==> config.mk <==
export PLATFORM = sky130hd
export DESIGN_NAME = ssc_back
export DESIGN_NICKNAME = d
export VERILOG_FILES = /design/src/design/ssc_pkg.sv /design/src/design/ssc_back.sv
export SDC_FILE = /design/constraint.sdc
export NUM_CORES = 2
export LEC_CHECK = 0
export ABC_CLOCK_PERIOD_IN_PS = 47800
export BUFFER_PORTS_ARGS = -buffer_cell sky130_fd_sc_hd__buf_2
export CORE_MARGIN = 2
export CORE_UTILIZATION = 40
export DETAILED_ROUTE_END_ITERATION = 10
export SLEW_MARGIN = 25
export SYNTH_ARGS = -nofsm -noshare
export SYNTH_HDL_FRONTEND = slang
export SYNTH_SLANG_ARGS = --single-unit
==> constraint.sdc <==
create_clock -name clock -period 47.8 [get_ports clock]
set_input_delay 14.34 -clock clock [delete_from_list [all_inputs] [get_ports clock]]
set_output_delay 14.34 -clock clock [all_outputs]
set_load 0.03 [all_outputs]
==> src/design/ssc_pkg.sv <==
// Shared types and constants for the surface curvature stencil.
package ssc_pkg;

   localparam int MAX_WIDTH  = 4096;
   localparam int COL_W      = $clog2(MAX_WIDTH);
   localparam int FIFO_DEPTH = 4;
   localparam int FIFO_AW    = $clog2(FIFO_DEPTH);

   // register indexes on the csr port
   localparam logic CSR_IMAGE_WIDTH  = 1'b0;
   localparam logic CSR_IMAGE_HEIGHT = 1'b1;

   localparam logic [12:0] WIDTH_RESET  = 13'd256;
   localparam logic [15:0] HEIGHT_RESET = 16'd256;

   // one stencil result waiting for the curvature divide
   typedef struct packed {
      logic [11:0]        cx;
      logic [15:0]        cy;
      logic signed [16:0] p;
      logic signed [16:0] q;
      logic signed [17:0] r;
      logic signed [17:0] t;
      logic signed [17:0] s;
      logic signed [18:0] m;
      logic               last;
   } item_type;

   typedef enum logic [3:0] {
      ST_IDLE = 4'b0001,
      ST_MUL  = 4'b0010,
      ST_DIV  = 4'b0100,
      ST_FIN  = 4'b1000
   } back_state_type;

endpackage

==> src/design/ssc_back.sv <==
// Back end: Gaussian curvature by shared multiplier and bit-serial divide.
module ssc_back import ssc_pkg::*; (
   input  logic               clock,
   input  logic               reset,
   input  logic               fifo_empty,
   input  item_type           pop_item,
   output logic               pop,
   output logic               rsp_valid,
   input  logic               rsp_ready,
   output logic [11:0]        rsp_center_x,
   output logic [15:0]        rsp_center_y,
   output logic signed [16:0] rsp_grad_x_twice,
   output logic signed [16:0] rsp_grad_y_twice,
   output logic signed [17:0] rsp_second_xx,
   output logic signed [17:0] rsp_second_yy,
   output logic signed [17:0] rsp_cross_times_four,
   output logic signed [18:0] rsp_mean_curv_twice,
   output logic signed [31:0] rsp_gauss_curv,
   output logic               rsp_frame_last
);

   back_state_type     state_ff;
   item_type           item_ff;
   logic [2:0]         step_ff;
   logic [5:0]         cnt_ff;
   logic signed [35:0] prod_ff;
   // D can reach just over 2^33, so D^2 needs 67 bits
   logic [33:0]        d_ff;
   logic signed [39:0] num_ff;
   logic [66:0]        den_ff;
   logic [66:0]        rem_ff;
   logic [40:0]        nbits_ff;
   logic [40:0]        quo_ff;
   logic               out_valid_ff;

   logic signed [17:0] mul_a, mul_b;
   logic [38:0]        mag;
   logic [67:0]        trial;
   logic               ge;
   logic               round_up;
   logic [41:0]        q_rnd;
   logic signed [31:0] gauss;
   logic               load_out;

   assign pop      = (state_ff == ST_IDLE) && !fifo_empty;
   assign load_out = (state_ff == ST_FIN) && (!out_valid_ff || rsp_ready);

   // multiplier operands per step
   always_comb begin
      mul_a = item_ff.r;
      mul_b = item_ff.t;
      case (step_ff)
         3'd0: begin mul_a = 18'(item_ff.p); mul_b = 18'(item_ff.p); end
         3'd1: begin mul_a = 18'(item_ff.q); mul_b = 18'(item_ff.q); end
         3'd2: begin mul_a = item_ff.r;      mul_b = item_ff.t;      end
         3'd3: begin mul_a = item_ff.s;      mul_b = item_ff.s;      end
         3'd4: begin
            mul_a = $signed({1'b0, d_ff[16:0]});
            mul_b = $signed({1'b0, d_ff[16:0]});
         end
         3'd5: begin
            mul_a = $signed({1'b0, d_ff[33:17]});
            mul_b = $signed({1'b0, d_ff[16:0]});
         end
         3'd6: begin
            mul_a = $signed({1'b0, d_ff[33:17]});
            mul_b = $signed({1'b0, d_ff[33:17]});
         end
         default: begin mul_a = item_ff.r; mul_b = item_ff.t; end
      endcase
   end

   // divide step, rounding and saturation
   always_comb begin
      mag      = num_ff[39] ? 39'(-num_ff) : num_ff[38:0];
      trial    = {rem_ff, nbits_ff[40]};
      ge       = trial >= {1'b0, den_ff};
      round_up = {rem_ff, 1'b0} >= {1'b0, den_ff};
      q_rnd    = {1'b0, quo_ff} + 42'(round_up);
      if (num_ff[39]) begin
         gauss = (q_rnd > 42'h0_8000_0000) ? 32'sh8000_0000 : 32'(-q_rnd);
      end else begin
         gauss = (q_rnd > 42'h0_7FFF_FFFF) ? 32'sh7FFF_FFFF : 32'(q_rnd);
      end
   end

   always_ff @(posedge clock) begin
      if (reset) begin
         state_ff <= ST_IDLE;
      end else begin
         case (state_ff)
            ST_IDLE: if (!fifo_empty) state_ff <= ST_MUL;
            ST_MUL:  if (step_ff == 3'd7) state_ff <= ST_DIV;
            ST_DIV:  if (cnt_ff == '0) state_ff <= ST_FIN;
            ST_FIN:  if (load_out) state_ff <= ST_IDLE;
            default: state_ff <= ST_IDLE;
         endcase
      end
   end

   // datapath sequencing
   always_ff @(posedge clock) begin
      prod_ff <= mul_a * mul_b;
      case (state_ff)
         ST_IDLE: begin
            item_ff <= pop_item;
            step_ff <= 3'd0;
         end
         ST_MUL: begin
            step_ff <= step_ff + 3'd1;
            case (step_ff)
               3'd1: d_ff   <= 34'h4_0000 + 34'(prod_ff[32:0]);
               3'd2: d_ff   <= d_ff + 34'(prod_ff[32:0]);
               3'd3: num_ff <= 40'(prod_ff) <<< 4;
               3'd4: num_ff <= num_ff - 40'(prod_ff);
               3'd5: den_ff <= 67'(prod_ff[34:0]);
               3'd6: den_ff <= den_ff + (67'(prod_ff[33:0]) << 18);
               3'd7: begin
                  den_ff   <= den_ff + (67'(prod_ff[33:0]) << 34);
                  rem_ff   <= 67'(mag[38:9]);
                  nbits_ff <= {mag[8:0], 32'd0};
                  quo_ff   <= '0;
                  cnt_ff   <= 6'd40;
               end
               default: d_ff <= d_ff;
            endcase
         end
         ST_DIV: begin
            rem_ff   <= ge ? 67'(trial - {1'b0, den_ff}) : trial[66:0];
            quo_ff   <= {quo_ff[39:0], ge};
            nbits_ff <= {nbits_ff[39:0], 1'b0};
            cnt_ff   <= cnt_ff - 6'd1;
         end
         default: cnt_ff <= cnt_ff;
      endcase
   end

   // result register
   always_ff @(posedge clock) begin
      if (reset) begin
         out_valid_ff <= 1'b0;
      end else if (load_out) begin
         out_valid_ff <= 1'b1;
      end else if (rsp_ready) begin
         out_valid_ff <= 1'b0;
      end
   end

   always_ff @(posedge clock) begin
      if (load_out) begin
         rsp_center_x         <= item_ff.cx;
         rsp_center_y         <= item_ff.cy;
         rsp_grad_x_twice     <= item_ff.p;
         rsp_grad_y_twice     <= item_ff.q;
         rsp_second_xx        <= item_ff.r;
         rsp_second_yy        <= item_ff.t;
         rsp_cross_times_four <= item_ff.s;
         rsp_mean_curv_twice  <= item_ff.m;
         rsp_gauss_curv       <= gauss;
         rsp_frame_last       <= item_ff.last;
      end
   end

   assign rsp_valid = out_valid_ff;

endmodule

==> results by group <==
Run status
  – Status: completed

Clock tree
  – Number of gates resized after CTS: 0
  – H-tree levels: 3
  – Clock sink count: roughly 600
  – TritonCTS clock tree: built
  – Root buf cell: clkbuf_16
  – CTS Buf Count: 73
  – Postcts setup bufs: 0
  – Hold bufs inserted after CTS: 0
  – Worst-Skew Late Latency: around 0.67 ns
  – Max clock buf depth: 3
  – Clock Pin Slew Worst Setup and Hold Paths: ~0.060 ns

Synthesis
  – Largest family of logic cells by synthesized area: adder cells
  – Netlist Area Pre-Place: between 40000 and 50000 sq um
  – Post-synth EDFFs: between 500 and 600
  – Mapped Cells: a little over 5k
  – Number of synthesis warnings: 0
  – Simple-Gate Fraction of Synth Area: 0.137
  – Netlist cell types: 96
  – Synthesized flop and latch total: about 600
  – Register area share after synthesis: 0.367
  – Most used DFF post-synth: edfxtp_1
  – Syn Nets: 5812
  – Post-synth ARST share: 0
  – Most frequent cell after synthesis: inv_1
  – Yosys top cell by area: edfxtp_1
  – Syn Area/Cell: between 9 and 10 sq um
  – Synth cell count leaders: 622 x inv_1, 571 x edfxtp_1, 469 x nand2_1
  – Adder-Cell Fraction of Synth Area: 0.216
  – Post-synthesis xor/xnor area fraction: 0.0551
  – Mux contribution to synthesized area: 0.00250
  – Share of the synthesized area in the top cell type: 0.350
  – Dominant cells by area after synthesis: edfxtp_1 35%, fa_1 14%, ha_1 8.0%
  – Post-synthesis compound-gate area fraction: 0.161

STA
  – Worst slew pin tran: approximately 1.1 ns
  – Rel. slew slack: 0.260
  – Fin. max-slew vios: 0
  – Unrepaired setup endpoints after global routing: false
  – Min Tclk post-route: ~30 ns
  – Final hold violation count: 0
  – Period utilization: 0.612
  – Max Freq: around 34 MHz
  – Worst Clk Skew: just under 0.03 ns
  – Setup_tns: 0 ns
  – Final setup fails: 0

Route
  – First-pass detailed-route iteration total: 6
  – Final WL: roughly 150000 um
  – Vias: between 30k and 40k
  – Via density: roughly 5.6
  – DR WL met2: 69600 um
  – Initial drt markers: roughly 3.5k
  – Wl on met1: between 60000 and 70000 um
  – Uppermost layer routed: met5
  – Final ANT Viol Nets: 0
  – Met3 routed WL: 9660 um
  – DR WL/cell: approximately 21 um
  – DR DRC count: 0

Hold path
  – Hold_sp: item_ff[4]$_DFFE_PP_
  – Worst Hold Class: flip-flop to flip-flop
  – Cells on Worst Hold Path: 0

Global route
  – All-Layer GR Usage: 0.237
  – Number of global-route vias before repair: between 30k and 40k
  – GRT overflow: 0
  – First-pass GRT wire length: between 200000 and 250000 um
  – Initial antenna violation count: 10
  – Largest net degree at the start of global routing: between 100 and 150

Final layout
  – Ratio of cells with drive above 1 in the final layout: 0.105
  – Nets: 6086
  – Fin util: 0.451
  – Area occupied by registers: 18000 sq um
  – Multi-input gate area: 28100 sq um
  – Area delta synth->final: 12.1%
  – Layout fillers: 11.7k

Die
  – Initial Util: 0.402
  – Die width: between 300 and 400 um
  – Num rows: approximately 130
  – Die Height: between 300 and 400 um
  – Total die area: roughly 130000 sq um
  – Core area: 122000 sq um
  – I/O pin count: slightly above 300

Job
  – Max-cap violations: 0

Critical path
  – R2r worst-path depth: 29
  – Critical Path AT: ~15 ns
  – R2r startpoint: step_ff[2]$_SDFFCE_PN0P_
  – Crit. End Element: output pin
  – Required time worst endpoint: 33.46 ns
  – Crit path max fanout: 3
  – Startpoint types: input port
  – WS Path Type: input port to output pin
  – Critical path startpoint: fifo_empty

Placement
  – PortBufs: 309
  – Gp weighted congestion: between 0.9 and 1
  – Post-DP HPWL: around 110000 um
[cells by family after synthesis]
| family | count (synthesis) |
|---|---|
| AOI/OAI and AO/OA | 1204 |
| xor gates and xnor gates | 308 |
| adders and majority gates | 646 |
| buffers and inverters | 805 |
| DFF | 612 |
| muxes | 12 |
| and+or+nand+nor | 1439 |
[final timing paths]
check / end / slack [ns]
max: pop / 18.56
min: rsp_mean_curv_twice[3]$_DFFE_PP_ / 0.41
max reg2reg: prod_ff[35]$_DFF_P_ / 36.86
min reg2reg: rsp_mean_curv_twice[3]$_DFFE_PP_ / 0.41
[state kept, by name, indices dropped and copies added (netlist names), 9 cells and up]
| register | count |
|---|---|
| d_ff | 34 |
| den_ff | 67 |
| item_ff | 136 |
| nbits_ff | 9 |
| num_ff | 40 |
| prod_ff | 36 |
| quo_ff | 41 |
| rem_ff | 67 |
| rsp_center_x | 12 |
| rsp_center_y | 16 |
| rsp_cross_times_four | 18 |
| rsp_gauss_curv | 32 |
| rsp_grad_x_twice | 17 |
| rsp_grad_y_twice | 17 |
| rsp_mean_curv_twice | 19 |
| rsp_second_xx | 18 |
| rsp_second_yy | 18 |
[through the flow]
step	worst slack [ns]	area (sq um)	std cells	hold slack [ns]
after floorplan	17.64	49000	5026	0.400
after global placement	18.56	52500	6847	0.400
after detailed placement	18.57	52500	6848	0.405
after CTS	18.57	54800	6979	0.401
after global routing	18.56	54900	6986	0.400
final	18.56	54900	6988	0.411
[area by class of cell]
cell class / instances / area share
clock buffers: 88 / 0.0349
inverters: 624 / 0.0427
clock inverters: 43 / 0.00825
repair buffers: 380 / 0.0386
diodes: 7 / 0.000319
flip-flops and latches: 612 / 0.327
multi-input cells: 3609 / 0.511
well taps: 1625 / 0.0370
[worst max-delay path, stage by stage]
cell and delay, ns:
buf_2 0.13, nand2b_1 0.17, inv_1 0.07, buf_2 0.19
[cell usage in the layout, fill, tap and decap left out, drive strengths merged, types with 21 or more instances in the layout]
| cell | count |
|---|---|
| nand2 | 470 |
| and3 | 39 |
| inv | 625 |
| nand4 | 47 |
| dfxtp | 41 |
| nor2b | 27 |
| o21a | 71 |
| nor3 | 87 |
| fa | 334 |
| o21ai | 266 |
| nor4 | 26 |
| or4 | 22 |
| o211ai | 23 |
| xnor2 | 185 |
| clkinv | 30 |
| and2 | 53 |
| o31ai | 51 |
| a31oi | 30 |
| clkbuf | 88 |
| a21o | 121 |
| xor2 | 123 |
| ha | 312 |
| a211oi | 60 |
| or2 | 21 |
| a22oi | 43 |
| o22ai | 40 |
| buf | 380 |
| nand2b | 34 |
| edfxtp | 571 |
| or3 | 23 |
| nand3 | 126 |
| a21oi | 298 |
| nor2 | 422 |
| o21bai | 41 |
[per-layer routing]
metal  global-route usage  up-vias
met5                    0        -
met4               0.0811        2
met3               0.0358      197
met2                0.381     1305
met1                0.327    19300
li1                     -    18200
Power is not shown: default switching activity piles up to over one toggle a cycle in this logic, so the estimate is an artifact.
