## config.mk

```make
export PLATFORM = sky130hd
export DESIGN_NAME = ssc_fifo
export DESIGN_NICKNAME = d
export VERILOG_FILES = /design/src/design/ssc_pkg.sv /design/src/design/ssc_fifo.sv
export SDC_FILE = /design/constraint.sdc
export NUM_CORES = 1
export LEC_CHECK = 0
export BUFFER_PORTS_ARGS = -buffer_cell sky130_fd_sc_hd__buf_2
export CAP_MARGIN = 40
export CORE_AREA = 2 2 232 177
export DETAILED_ROUTE_END_ITERATION = 8
export DIE_AREA = 0 0 234 179
export MAX_ROUTING_LAYER = met4
export PLACE_DENSITY = 0.75
export SLEW_MARGIN = 20
export SYNTH_ARGS = -nofsm -noshare
export SYNTH_HDL_FRONTEND = slang
export SYNTH_SLANG_ARGS = --single-unit
```

## constraint.sdc

```tcl
create_clock -name clock -period 4.4 [get_ports clock]
set_input_delay 1.1 -clock clock [delete_from_list [all_inputs] [get_ports clock]]
set_output_delay 1.1 -clock clock [all_outputs]
set_load 0.05 [all_outputs]
```

## src/design/ssc_pkg.sv

```systemverilog
// Shared types and constants for the surface curvature stencil.
package ssc_pkg;

   localparam int MAX_WIDTH  = 4096;
   localparam int COL_W      = $clog2(MAX_WIDTH);
   localparam int FIFO_DEPTH = 4;
   localparam int FIFO_AW    = $clog2(FIFO_DEPTH);

   // register indexes on the csr port
   localparam logic CSR_IMAGE_WIDTH  = 1'b0;
   localparam logic CSR_IMAGE_HEIGHT = 1'b1;

   localparam logic [12:0] WIDTH_RESET  = 13'd256;
   localparam logic [15:0] HEIGHT_RESET = 16'd256;

   // one stencil result waiting for the curvature divide
   typedef struct packed {
      logic [11:0]        cx;
      logic [15:0]        cy;
      logic signed [16:0] p;
      logic signed [16:0] q;
      logic signed [17:0] r;
      logic signed [17:0] t;
      logic signed [17:0] s;
      logic signed [18:0] m;
      logic               last;
   } item_type;

   typedef enum logic [3:0] {
      ST_IDLE = 4'b0001,
      ST_MUL  = 4'b0010,
      ST_DIV  = 4'b0100,
      ST_FIN  = 4'b1000
   } back_state_type;

endpackage

```

## src/design/ssc_fifo.sv

```systemverilog
// Short queue of stencil results between the front and back ends.
module ssc_fifo import ssc_pkg::*; (
   input  logic     clock,
   input  logic     reset,
   input  logic     push,
   input  item_type push_item,
   input  logic     pop,
   output item_type pop_item,
   output logic     full,
   output logic     empty
);

   item_type           entry_ff [0:FIFO_DEPTH-1];
   logic [FIFO_AW-1:0] wr_ff, rd_ff;
   logic [FIFO_AW:0]   count_ff, count_in;

   assign full     = count_ff == (FIFO_AW+1)'(FIFO_DEPTH);
   assign empty    = count_ff == '0;
   assign pop_item = entry_ff[rd_ff];

   always_comb begin
      count_in = count_ff;
      if (push && !pop) count_in = count_ff + 1'b1;
      if (pop && !push) count_in = count_ff - 1'b1;
   end

   always_ff @(posedge clock) begin
      if (reset) begin
         wr_ff    <= '0;
         rd_ff    <= '0;
         count_ff <= '0;
      end else begin
         count_ff <= count_in;
         if (push) wr_ff <= wr_ff + 1'b1;
         if (pop)  rd_ff <= rd_ff + 1'b1;
      end
   end

   always_ff @(posedge clock) begin
      if (push) begin
         entry_ff[wr_ff] <= push_item;
      end
   end

endmodule

```

==> summary.txt, run 1 <==
Power and ir drop
  • Switching portion of total power: 25.4%
  • Pint: 8.83 mW
  • P_leak: 7.88 nW
  • Net Switching: 3.00 mW
  • Clock power share: 34.0%
  • Combinational share of power: 14.2%
  • Seq pwr share: 51.8%
  • Power per cell area: 500 nW/µm²
  • Peak supply drop: 0.000354 V

Worst setup path
  • Reg-to-reg endpoint: entry_ff[3][118]
  • CP max stage cell: dfxtp_4
  • CP bufs+invs: 2
  • Critical path arrival: 2.49 ns
  • Critical Path Fanout Max: 23
  • Startpoint types: flop
  • RR Startpoint: wr_ff[0]
  • Crit end category: output port
  • R2r worst-path depth: 3
  • Crit path max-delay family: buffers and inverters
  • Worst EP required: 3.30 ns
  • CP peak stage delay: 0.66 ns
  • Critical path type: reg2out
  • R2r setup slk: 2.47 ns
  • Crit-path cells: buf_4 > mux4_2 > buf_2

Placement
  • Buffers on Ports: 277
  • GP Congestion: 0.733
  • DP HPWL: 22.1 mm
  • Pre-CTS setup slack: 1.35 ns

Clocking
  • Setup repair bufs after CTS: 0
  • Clock-pin transition on the worst setup and hold timing paths: 0.06 ns
  • Skew-Pair Late Insertion Delay: 0.57 ns
  • Number of hold buffers added after CTS: 0
  • H-tree depth: 2
  • Post-CTS Resized: 0
  • CTS tree: built
  • Bufs on Longest Clock Path: 3
  • CTS buffer count: 50
  • Clk sink count: 553
  • Root buffer selected by CTS: clkbuf_16

Timing
  • Period minus WS final: 3.59 ns
  • Hold Vio Cnt, Final: 0
  • Setup WS post-layout: 0.807 ns
  • Fmax: 278 MHz
  • Relative slew slack: 57.6%
  • Final setup violation count: 0
  • RSZ-0062 raised after global routing: no
  • Clock skew: 0.0218 ns
  • Setup TNS Final: 0 ns
  • Final Cycle Share: 81.7%
  • Max-slew violations: 0
  • Worst Max-Slew Pin Slew: 0.637 ns

Die
  • Total core area: 40000 µm²
  • Initial Util: 50.1%
  • Die ar.: 41900 µm²
  • Die Y: 179 µm
  • Die X: 234 µm
  • IO Count: 278
  • # rows: 64

Job
  • Max-cap check violation count: 0

Synthesis
  • Syn Std Cell Area: 20000 µm²
  • Yosys cell types: 21
  • Syn nets: 903
  • Cell count after synthesis: 757
  • Sequential share of the synthesized area: 82.5%
  • Synthesized flop and latch total: 553
  • Post-synth ARST share: 0%
  • Post-Syn Area per Cell: 26.4 µm²
  • Ys Warns: 0
  • Main flop type after synthesis: edfxtp_1
  • Post-synth EDFFs: 544

GRT
  • Vias in the first global route: 9350
  • Congestion Overflow GR: 0
  • Pin count of the biggest net entering global routing: 75
  • First-pass GRT wire length: 54.6 mm
  • Global Route Usage Sum: 18.2%
  • Antenna violations before repair: 12

Cells and area
  • Share of cells above drive strength 1: 45.1%
  • FILL cells: 2755
  • Area Overhead vs Synth: 18.3%
  • Nets@finish: 1216

Drt
  • WL/cell: 22.5 µm
  • DRC errors left: 0
  • Drt via density: 5.39
  • Routed via count: 8828
  • Post-Route WL: 36.8 mm
  • Drt pass-1 iters: 5
  • DRT iter0 DRCs: 617
  • Final ANT Viol Nets: 0

Hold path
  • Worst Hold Depth: 2
  • Worst hold start: count_ff[1]
  • Worst Hold Class: reg2reg
  • WHS Endpoint: count_ff[1]

Status
  • Status: completed
-- flip-flops by register name (all words and copies together) (netlist names), named ones only --
register,cells
entry_ff,544
count_ff,3
rd_ff,2
wr_ff,2
-- layout by cell type (no fill, tap or decap), types with 6 or more instances in the layout --
master / synthesis / final
clkbuf_16: 0 / 51
buf_12: 0 / 12
inv_1: 6 / 6
clkbuf_1: 8 / 10
nor2_1: 8 / 8
dfxtp_1: 9 / 7
diode_2: 0 / 9
mux4_2: 136 / 136
clkinv_1: 0 / 10
edfxtp_1: 544 / 544
buf_2: 15 / 277
-- tightest hold or removal path, stage by stage (launching register included) --
cell and delay [ns]:
dfxtp_1 0.34, a21oi_1 0.07, nor2_1 0.07
-- cell type report --
type	count	area [µm²]	area share, %
Antenna cell	9	22.5	0.0951
Clock buffer	61	1310	5.55
Clock inverter	21	178	0.751
Inverter	6	22.5	0.0951
Multi-Input combinational cell	167	3300	13.9
Sequential cell	553	16500	69.8
Tap cell	528	661	2.79
Timing Repair Buffer	292	1650	6.97
-- cells in the mapped netlist (2+ instances only) --
cell      count  area, µm²
buf_2        15       75.1
xnor2_1       2       17.5
buf_6         6       67.6
clkbuf_1      8       30.0
mux4_2      136       3060
xor2_1        3       26.3
ha_1          5       62.6
nor2_1        8       30.0
and2_1        4       25.0
buf_4         2       15.0
dfxtp_1       9        180
edfxtp_1    544      16300
inv_1         6       22.5
a21oi_1       2       10.0
-- through the flow --
| step | power, mW | hold slack (ns) | instances | util [%] | area [µm²] |
|---|---|---|---|---|---|
| 3_5_place_dp | 7.94 | 0.505 | 1546 | 55.4 | 22200 |
| 2_1_floorplan | 7.48 | 0.467 | 757 | - | 20000 |
| 3_3_place_gp | 7.91 | 0.487 | 1546 | 55.4 | 22200 |
| 4_1_cts | 12.0 | 0.518 | 1628 | 59.2 | 23600 |
| 5_1_grt | 12.2 | 0.561 | 1637 | 59.2 | 23700 |
| 6_report | 11.8 | 0.518 | 1637 | 59.2 | 23700 |
-- metal layers --
| layer | global-route usage, % | share of wire [%] | up-vias |
|---|---|---|---|
| met4 | 4.69 | 2.0 | 0 |
| met5 | - | 0 | - |
| met2 | 28.3 | 49 | 295 |
| li1 | - | - | 3896 |
| met1 | 23.3 | 40 | 4575 |
| met3 | 5.92 | 8.7 | 62 |
-- power by group through the flow --
stage | clock network (mW) | logic [mW] | registers [mW]
2_1_floorplan | 0 | 1.27 | 6.21
3_3_place_gp | 0 | 1.68 | 6.23
3_5_place_dp | 0 | 1.70 | 6.24
4_1_cts | 4.12 | 1.70 | 6.13
5_1_grt | 4.32 | 1.77 | 6.15
6_report | 4.02 | 1.68 | 6.13
-- cell families (layout without fill, tap and decap cells) --
group	after synthesis	count (layout)	synth area share, %
flip-flops	553	553	82.5
multiplexers	137	137	15.4
other	0	9	0
AO/OA/AOI/OAI	3	3	0.0750
adder cells (fa/ha/maj)	6	6	0.413
AND/OR/NAND/NOR	16	16	0.381
XOR/XNOR	5	5	0.219
buffers and inverters	37	380	1.05
-- worst max-delay path by stage --
stage	from	end	slack (ns)	cells past startpoint
after floorplan	push	entry_ff[1][0]	1.19	1
after global placement	flop	pop_item[69]	1.36	3
after detailed placement	flop	pop_item[69]	1.35	3
after CTS	flop	pop_item[66]	0.70	3
after global routing	flop	pop_item[66]	0.61	3
final	flop	pop_item[66]	0.81	3
Power figures use the tool's default switching activity.
==> inputs of run 2 (changes only) <==
--- a/config.mk
+++ b/config.mk
@@ -5,13 +5,14 @@
 export SDC_FILE = /design/constraint.sdc
 export NUM_CORES = 1
 export LEC_CHECK = 0
+export ABC_AREA = 1
 export BUFFER_PORTS_ARGS = -buffer_cell sky130_fd_sc_hd__buf_2
 export CAP_MARGIN = 40
-export CORE_AREA = 2 2 232 177
+export CORE_AREA = 2 2 233 177
 export DETAILED_ROUTE_END_ITERATION = 8
-export DIE_AREA = 0 0 234 179
+export DIE_AREA = 0 0 235 179
 export MAX_ROUTING_LAYER = met4
-export PLACE_DENSITY = 0.75
+export PLACE_DENSITY = 0.76
 export SLEW_MARGIN = 20
 export SYNTH_ARGS = -nofsm -noshare
 export SYNTH_HDL_FRONTEND = slang
==> constraint.sdc (replaced) <==
create_clock -name clock -period 3.3 [get_ports clock]
set_input_delay 0.825 -clock clock [delete_from_list [all_inputs] [get_ports clock]]
set_output_delay 0.825 -clock clock [all_outputs]
set_load 0.05 [all_outputs]
==> run 2 against run 1 <==
Non-clock buffer count grew 19. Final cell count increased by 36%. Total power increased by 33%. Clock power is 38% higher. Via count rose by 41%. Critical endpoint is now pop_item[89]. Clock skew is 0.0078 ns lower.
==> summary.txt, run 2 <==
Status
  • Status: completed (unchanged)

Power and ir drop
  • Peak supply drop: 0.000475 V (was 0.000354 V)
  • Pint: 11.6 mW (was 8.83 mW)
  • Seq pwr share: 51.4% (was 51.8%)
  • Net Switching: 4.16 mW (was 3.00 mW)
  • Power per cell area: 650 nW/µm² (was 500 nW/µm²)
  • P_leak: 8.40 nW (was 7.88 nW)
  • Combinational share of power: 13.5% (was 14.2%)
  • Switching portion of total power: 26.4% (was 25.4%)
  • Clock power share: 35.0% (was 34.0%)

Drt
  • Routed via count: 12400 (was 8828)
  • Post-Route WL: 45.4 mm (was 36.8 mm)
  • DRT iter0 DRCs: 1059 (was 617)
  • Final ANT Viol Nets: 0 (unchanged)
  • Drt via density: 5.59 (was 5.39)
  • Drt pass-1 iters: 6 (was 5)
  • DRC errors left: 0 (unchanged)
  • WL/cell: 20.4 µm (was 22.5 µm)

Synthesis
  • Count leader, synth: edfxtp_1 (unchanged)
  • Top cells by count, synth: 544 x edfxtp_1, 275 x nor2_1, 271 x o21ai_0 (was 544 x edfxtp_1, 136 x mux4_2, 15 x buf_2)
  • Syn Std Cell Area: 20500 µm² (was 20000 µm²)
  • Synth top area share: 79.8% (was 81.6%)
  • Post-synth EDFFs: 544 (unchanged)
  • Cell count after synthesis: 1373 (was 757)
  • Synthesized flop and latch total: 553 (unchanged)
  • Yosys top cell by area: edfxtp_1 (unchanged)
  • Synth area leaders: edfxtp_1 80%, o21ai_0 6.6%, nor2_1 5.0% (was edfxtp_1 82%, mux4_2 15%, dfxtp_1 0.90%)
  • Yosys cell types: 19 (was 21)
  • Post-Syn Area per Cell: 14.9 µm² (was 26.4 µm²)
  • Syn nets: 1519 (was 903)
  • Main flop type after synthesis: edfxtp_1 (unchanged)
  • Ys Warns: 0 (unchanged)
  • Sequential share of the synthesized area: 80.7% (was 82.5%)
  • Post-synth ARST share: 0% (unchanged)

GRT
  • GRT met3 Usage: 5.22% (was 5.92%)
  • Busiest layer in global routing: met2 (unchanged)
  • Vias in the first global route: 12100 (was 9350)
  • M2 GR Usage: 33.9% (was 28.3%)
  • Pin count of the biggest net entering global routing: 135 (was 75)
  • Antenna violations before repair: 9 (was 12)
  • Met1 usage: 27.1% (was 23.3%)
  • First-pass GRT wire length: 67.1 mm (was 54.6 mm)
  • Congestion Overflow GR: 0 (unchanged)
  • Global Route Usage Sum: 21.2% (was 18.2%)

Placement
  • GP Congestion: 0.776 (was 0.733)
  • Buffers on Ports: 277 (unchanged)
  • DP HPWL: 25.5 mm (was 22.1 mm)
  • Placed Instances: 2120 (was 1546)

Cells and area
  • Biggest regs: entry_ff (544), count_ff (3) (unchanged)
  • Non-filler cells, final: 2223 (was 1637)
  • Area Overhead vs Synth: 18.6% (was 18.3%)
  • Most common cell after layout, fill and taps aside: edfxtp_1 (unchanged)
  • Number of flip-flops in the largest register: 544 (unchanged)
  • Reg with most FFs: entry_ff (unchanged)
  • FILL cells: 2937 (was 2755)
  • Share of cells above drive strength 1: 23.4% (was 45.1%)
  • Nets@finish: 1795 (was 1216)
  • Most frequent cells in the layout: 544 x edfxtp_1, 275 x nor2_1, 275 x buf_2 (was 544 x edfxtp_1, 277 x buf_2, 136 x mux4_2)

Worst setup path
  • R2r worst-path depth: 5 (was 3)
  • Worst EP required: 2.47 ns (was 3.30 ns)
  • Critical path type: reg2out (unchanged)
  • RR Startpoint: wr_ff[0] (unchanged)
  • Critical path arrival: 2.40 ns (was 2.49 ns)
  • R2r setup slk: 1.20 ns (was 2.47 ns)
  • Startpoint types: flop (unchanged)
  • Reg-to-reg endpoint: entry_ff[2][80] (was entry_ff[3][118])
  • Critical Path Fanout Max: 107 (was 23)
  • Crit end category: output port (unchanged)

Hold path
  • Worst Hold Class: reg2reg (unchanged)
  • Worst hold start: rd_ff[1] (was count_ff[1])
  • Worst Hold Depth: 1 (was 2)

Clocking
  • Bufs on Longest Clock Path: 3 (unchanged)
  • Clk sink count: 553 (unchanged)
  • CTS tree: built (unchanged)
  • Number of hold buffers added after CTS: 0 (unchanged)
  • Root buffer selected by CTS: clkbuf_16 (unchanged)
  • Clock-pin transition on the worst setup and hold timing paths: 0.06 ns (about the same)
  • H-tree depth: 2 (unchanged)
  • CTS buffer count: 52 (was 50)
  • Skew-Pair Late Insertion Delay: 0.56 ns (was 0.57 ns)

Die
  • Initial Util: 51.0% (was 50.1%)
  • Total core area: 40100 µm² (was 40000 µm²)
  • Die Y: 179 µm (unchanged)
  • # rows: 64 (unchanged)
  • Die X: 235 µm (was 234 µm)
  • Die ar.: 42100 µm² (was 41900 µm²)
  • IO Count: 278 (unchanged)

Timing
  • Fmax: 310 MHz
  • Worst Max-Slew Pin Slew: 0.762 ns (was 0.637 ns)
  • Relative slew slack: 49.1% (was 57.6%)
  • Period minus WS final: 3.22 ns
  • Max-slew violations: 0 (unchanged)
  • Hold Vio Cnt, Final: 0 (unchanged)
  • Final Cycle Share: 97.6%
  • RSZ-0062 raised after global routing: no (unchanged)
  • Setup TNS Final: 0 ns (unchanged)
  • Clock skew: 0.0141 ns (was 0.0218 ns)
  • Final setup violation count: 0 (unchanged)

Job
  • Max-cap check violation count: 0 (unchanged)
run 2: changes by cell type after synthesis, moves of 10 or more:
cell / change
mux4_2: -136
nor2_1: +267
inv_1: +10
o21ai_0: +270
o22ai_1: +136
clkbuf_1: +50
run 2: routing by layer:
metal / wire (µm) / share of wire, % / vias up
met5: 0 / 0 / -
met4: 963 / 2.1 / 0
met3: 3500 / 7.7 / 78
met2: 22500 / 50 / 429
met1: 18400 / 41 / 6154
li1: - / - / 5769
run 2: worst max-delay path, cell delays in order, from the launching register on:
cell and delay (ns):
dfxtp_4 0.59, buf_16 0.36, o21ai_0 0.20, o22ai_1 0.26, buf_2 0.31
run 2: power groups by stage:
stage | clock network [mW] | logic [mW] | registers, mW
2_1_floorplan | 0 | 1.47 | 8.25
3_3_place_gp | 0 | 2.07 | 8.25
3_5_place_dp | 0 | 2.11 | 8.26
4_1_cts | 5.64 | 2.12 | 8.11
5_1_grt | 5.91 | 2.27 | 8.13
6_report | 5.53 | 2.14 | 8.11
run 2: area by class of cell:
type / count / area [µm²] / share of cell area (%)
sequential: 553 / 16500 / 68.1
tap: 528 / 661 / 2.72
timing repair buffer: 311 / 1930 / 7.97
antenna: 9 / 22.5 / 0.0928
clock buffer: 70 / 1430 / 5.89
clock inverter: 21 / 140 / 0.577
multi-input combinational: 713 / 3450 / 14.2
inverter: 18 / 104 / 0.428
run 2: cells by family (layout without fill, tap and decap cells):
kind of cell / after synthesis / count (layout) / synth area share [%]
flip-flops: 553 / 553 / 80.7
AO/OA/AOI/OAI: 419 / 419 / 11.1
AND/OR/NAND/NOR: 288 / 288 / 5.31
buffers and inverters: 107 / 420 / 2.51
adder cells (fa/ha/maj): 6 / 6 / 0.403
other: 0 / 9 / 0
run 2: worst max-delay path by stage:
stage / to / slack [ns] / depth (start not counted)
2_1_floorplan: entry_ff[1][0] / 0.02 / 2
3_3_place_gp: pop_item[127] / 0.60 / 5
3_5_place_dp: pop_item[39] / 0.58 / 4
4_1_cts: pop_item[78] / 0.02 / 5
5_1_grt: pop_item[87] / 0.002 / 4
6_report: pop_item[89] / 0.08 / 4
run 2: repair_timing:
action | CTS | global route
buffers inserted | 1 | 1
gates cloned | 0 | 1
endpoints found under the setup margin | 19 | 28
resized for setup | 3 | 6
run 2: metrics by stage:
step                util (%)  hold slack (ns)  instance area (µm²)  total power, mW  setup slack, ns
global route            60.5            0.443                24300             16.3          0.00178
floorplan                  -            0.412                20500             9.72           0.0233
global placement        56.3            0.409                22600             10.3            0.596
detailed placement      56.3            0.418                22600             10.4            0.585
CTS                     60.3            0.428                24200             15.9           0.0209
finish                  60.5            0.426                24300             15.8           0.0782
==> inputs of run 3 (changes only) <==
--- a/config.mk
+++ b/config.mk
@@ -5,14 +5,14 @@
 export SDC_FILE = /design/constraint.sdc
 export NUM_CORES = 1
 export LEC_CHECK = 0
-export ABC_AREA = 1
+export ABC_AREA = 0
 export BUFFER_PORTS_ARGS = -buffer_cell sky130_fd_sc_hd__buf_2
 export CAP_MARGIN = 40
-export CORE_AREA = 2 2 233 177
+export CORE_AREA = 2 2 232 177
 export DETAILED_ROUTE_END_ITERATION = 8
-export DIE_AREA = 0 0 235 179
+export DIE_AREA = 0 0 234 179
 export MAX_ROUTING_LAYER = met4
-export PLACE_DENSITY = 0.76
+export PLACE_DENSITY = 0.75
 export SLEW_MARGIN = 20
 export SYNTH_ARGS = -nofsm -noshare
 export SYNTH_HDL_FRONTEND = slang
==> run 3 against run 2 <==
Via count fell by 27%. Register-to-register slack improved by 0.33 ns. Sequential share of layout area rose by 0.80 points. Clock skew rose by 0.012 ns. Worst hold slack improved by 0.036 ns. Final cell count fell by 25%. Combinational power rose by 8%. First-iteration DRC count fell by 34%. Critical path depth did not move. Non-clock buffer count fell by 3. Design area fell by 1.2%. Critical path type unchanged.
==> summary.txt, run 3 (synthesized netlist as in run 1, its figures left out) <==
Status
  • Status: completed (unchanged)

Drt
  • WL/cell: 23.1 µm (was 20.4 µm)
  • Final ANT Viol Nets: 0 (unchanged)
  • DRT iter0 DRCs: 704 (was 1059)
  • Routed via count: 9089 (was 12400)
  • Post-Route WL: 38.5 mm (was 45.4 mm)
  • Drt pass-1 iters: 4 (was 6)
  • DRC errors left: 0 (unchanged)
  • Drt via density: 5.45 (was 5.59)

Power and ir drop
  • Peak supply drop: 0.000493 V (was 0.000475 V)
  • Power per cell area: 672 nW/µm² (was 650 nW/µm²)
  • P_leak: 8.03 nW (was 8.40 nW)

Worst setup path
  • R2r setup slk: 1.53 ns (was 1.20 ns)
  • Critical Path Fanout Max: 17 (was 107)
  • Critical path type: reg2out (unchanged)
  • Critical path arrival: 2.33 ns (was 2.40 ns)
  • Crit end category: output port (unchanged)
  • Startpoint types: flop (unchanged)
  • Worst EP required: 2.47 ns (about the same)
  • RR Startpoint: wr_ff[0] (unchanged)

Timing
  • Max-slew violations: 0 (unchanged)
  • Final setup violation count: 0 (unchanged)
  • Relative slew slack: 69.6% (was 49.1%)
  • Worst Max-Slew Pin Slew: 0.455 ns (was 0.762 ns)
  • Final Cycle Share: 95.7% (was 97.6%)
  • Hold Vio Cnt, Final: 0 (unchanged)
  • Fmax: 317 MHz (was 310 MHz)
  • Period minus WS final: 3.16 ns (was 3.22 ns)
  • Setup TNS Final: 0 ns (unchanged)
  • RSZ-0062 raised after global routing: no (unchanged)
  • Setup WS post-layout: 0.142 ns (was 0.0782 ns)
  • Clock skew: 0.0258 ns (was 0.0141 ns)

Clocking
  • Post-CTS Resized: 0 (was 3)
  • H-tree depth: 2 (unchanged)
  • Number of hold buffers added after CTS: 0 (unchanged)
  • Skew-Pair Late Insertion Delay: 0.57 ns (was 0.56 ns)
  • Clk sink count: 553 (unchanged)
  • Root buffer selected by CTS: clkbuf_16 (unchanged)
  • CTS buffer count: 51 (was 52)
  • Clock-pin transition on the worst setup and hold timing paths: 0.06 ns (about the same)
  • Setup repair bufs after CTS: 0 (was 1)
  • Bufs on Longest Clock Path: 3 (unchanged)
  • CTS tree: built (unchanged)

GRT
  • Vias in the first global route: 9480 (was 12100)
  • Pin count of the biggest net entering global routing: 59 (was 135)
  • Congestion Overflow GR: 0 (unchanged)
  • First-pass GRT wire length: 56.7 mm (was 67.1 mm)
  • Antenna violations before repair: 14 (was 9)
  • Global Route Usage Sum: 18.9% (was 21.2%)

Die
  • Die X: 234 µm (was 235 µm)
  • IO Count: 278 (unchanged)
  • Initial Util: 50.1% (was 51.0%)
  • # rows: 64 (unchanged)
  • Die ar.: 41900 µm² (was 42100 µm²)
  • Total core area: 40000 µm² (was 40100 µm²)
  • Die Y: 179 µm (unchanged)

Cells and area
  • Nets@finish: 1233 (was 1795)
  • Register area: 16500 µm² (unchanged)
  • FILL cells: 2749 (was 2937)
  • Most frequent cells in the layout: 544 x edfxtp_1, 277 x buf_2, 136 x mux4_2 (was 544 x edfxtp_1, 275 x nor2_1, 275 x buf_2)
  • Reg with most FFs: entry_ff (unchanged)
  • Area Overhead vs Synth: 19.8% (was 18.6%)
  • Number of flip-flops in the largest register: 544 (unchanged)
  • Share of cells above drive strength 1: 46.2% (was 23.4%)
  • Multi-input logic area: 3300 µm² (was 3450 µm²)
  • Most common cell after layout, fill and taps aside: edfxtp_1 (unchanged)
  • Biggest regs: entry_ff (544), count_ff (3) (unchanged)
  • Finished Cell Area: 24000 µm² (was 24300 µm²)

Placement
  • GP Congestion: 0.737 (was 0.776)
  • Post-DP Area: 22300 µm² (was 22600 µm²)
  • DP HPWL: 23.9 mm (was 25.5 mm)
  • Buffers on Ports: 277 (unchanged)
  • Pre-CTS setup slack: 0.695 ns (was 0.585 ns)

Job
  • Max-cap check violation count: 0 (unchanged)

Hold path
  • Worst hold start: push_item[124] (was rd_ff[1])
  • Worst Hold Class: in2reg (was reg2reg)
## run 3: changes by cell type in the layout (fill, tap and decap cells not counted), sizes merged, moves of 5 or more
| cell | previous run | this run |
|---|---|---|
| inv | 14 | 9 |
| clkbuf | 72 | 62 |
| mux4 | 0 | 136 |
| nor2 | 275 | 8 |
| o22ai | 136 | 0 |
| nand2 | 9 | 1 |
| o21ai | 278 | 1 |
## run 3: final timing paths
path,endpoint,cells after the start
hold / removal,entry_ff[2][124],1
setup / recovery,pop_item[96],4
hold reg to reg,count_ff[1],2
setup reg to reg,entry_ff[1][108],3
## run 3: report_power, final
part           internal [mW]  switching, mW
combinational          0.704           1.61
clock                   3.24           2.42
sequential              8.07         0.0885
## run 3: final cells by class
cell class	instances	share of cell area, %
sequential	553	68.9
clock inverter	32	1.23
clock buffer	62	5.49
timing repair buffer	308	7.64
multi-input combinational	167	13.8
tap	528	2.75
antenna	13	0.136
inverter	6	0.0939
## run 3: metrics by stage
stage	hold slack [ns]	utilization, %	total power [mW]	cells
finish	0.462	60.0	16.1	1669
global route	0.439	60.0	16.7	1667
CTS	0.429	59.9	16.3	1656
detailed placement	0.512	55.9	10.6	1562
global placement	0.489	55.9	10.6	1562
floorplan	0.467	-	9.97	757
## run 3: metal layers
layer	vias to the layer above	share of wire (%)	GRT usage, %
met5	-	0	-
met4	0	1.9	5.25
met3	64	8.5	6.28
met2	309	48	28.7
met1	4763	41	24.8
li1	3953	-	-
## run 3: worst max-delay path, cell delays in order, from the launching register on
cell and delay, ns:
dfxtp_4 0.53, buf_12 0.25, buf_12 0.20, mux4_2 0.53, buf_2 0.23
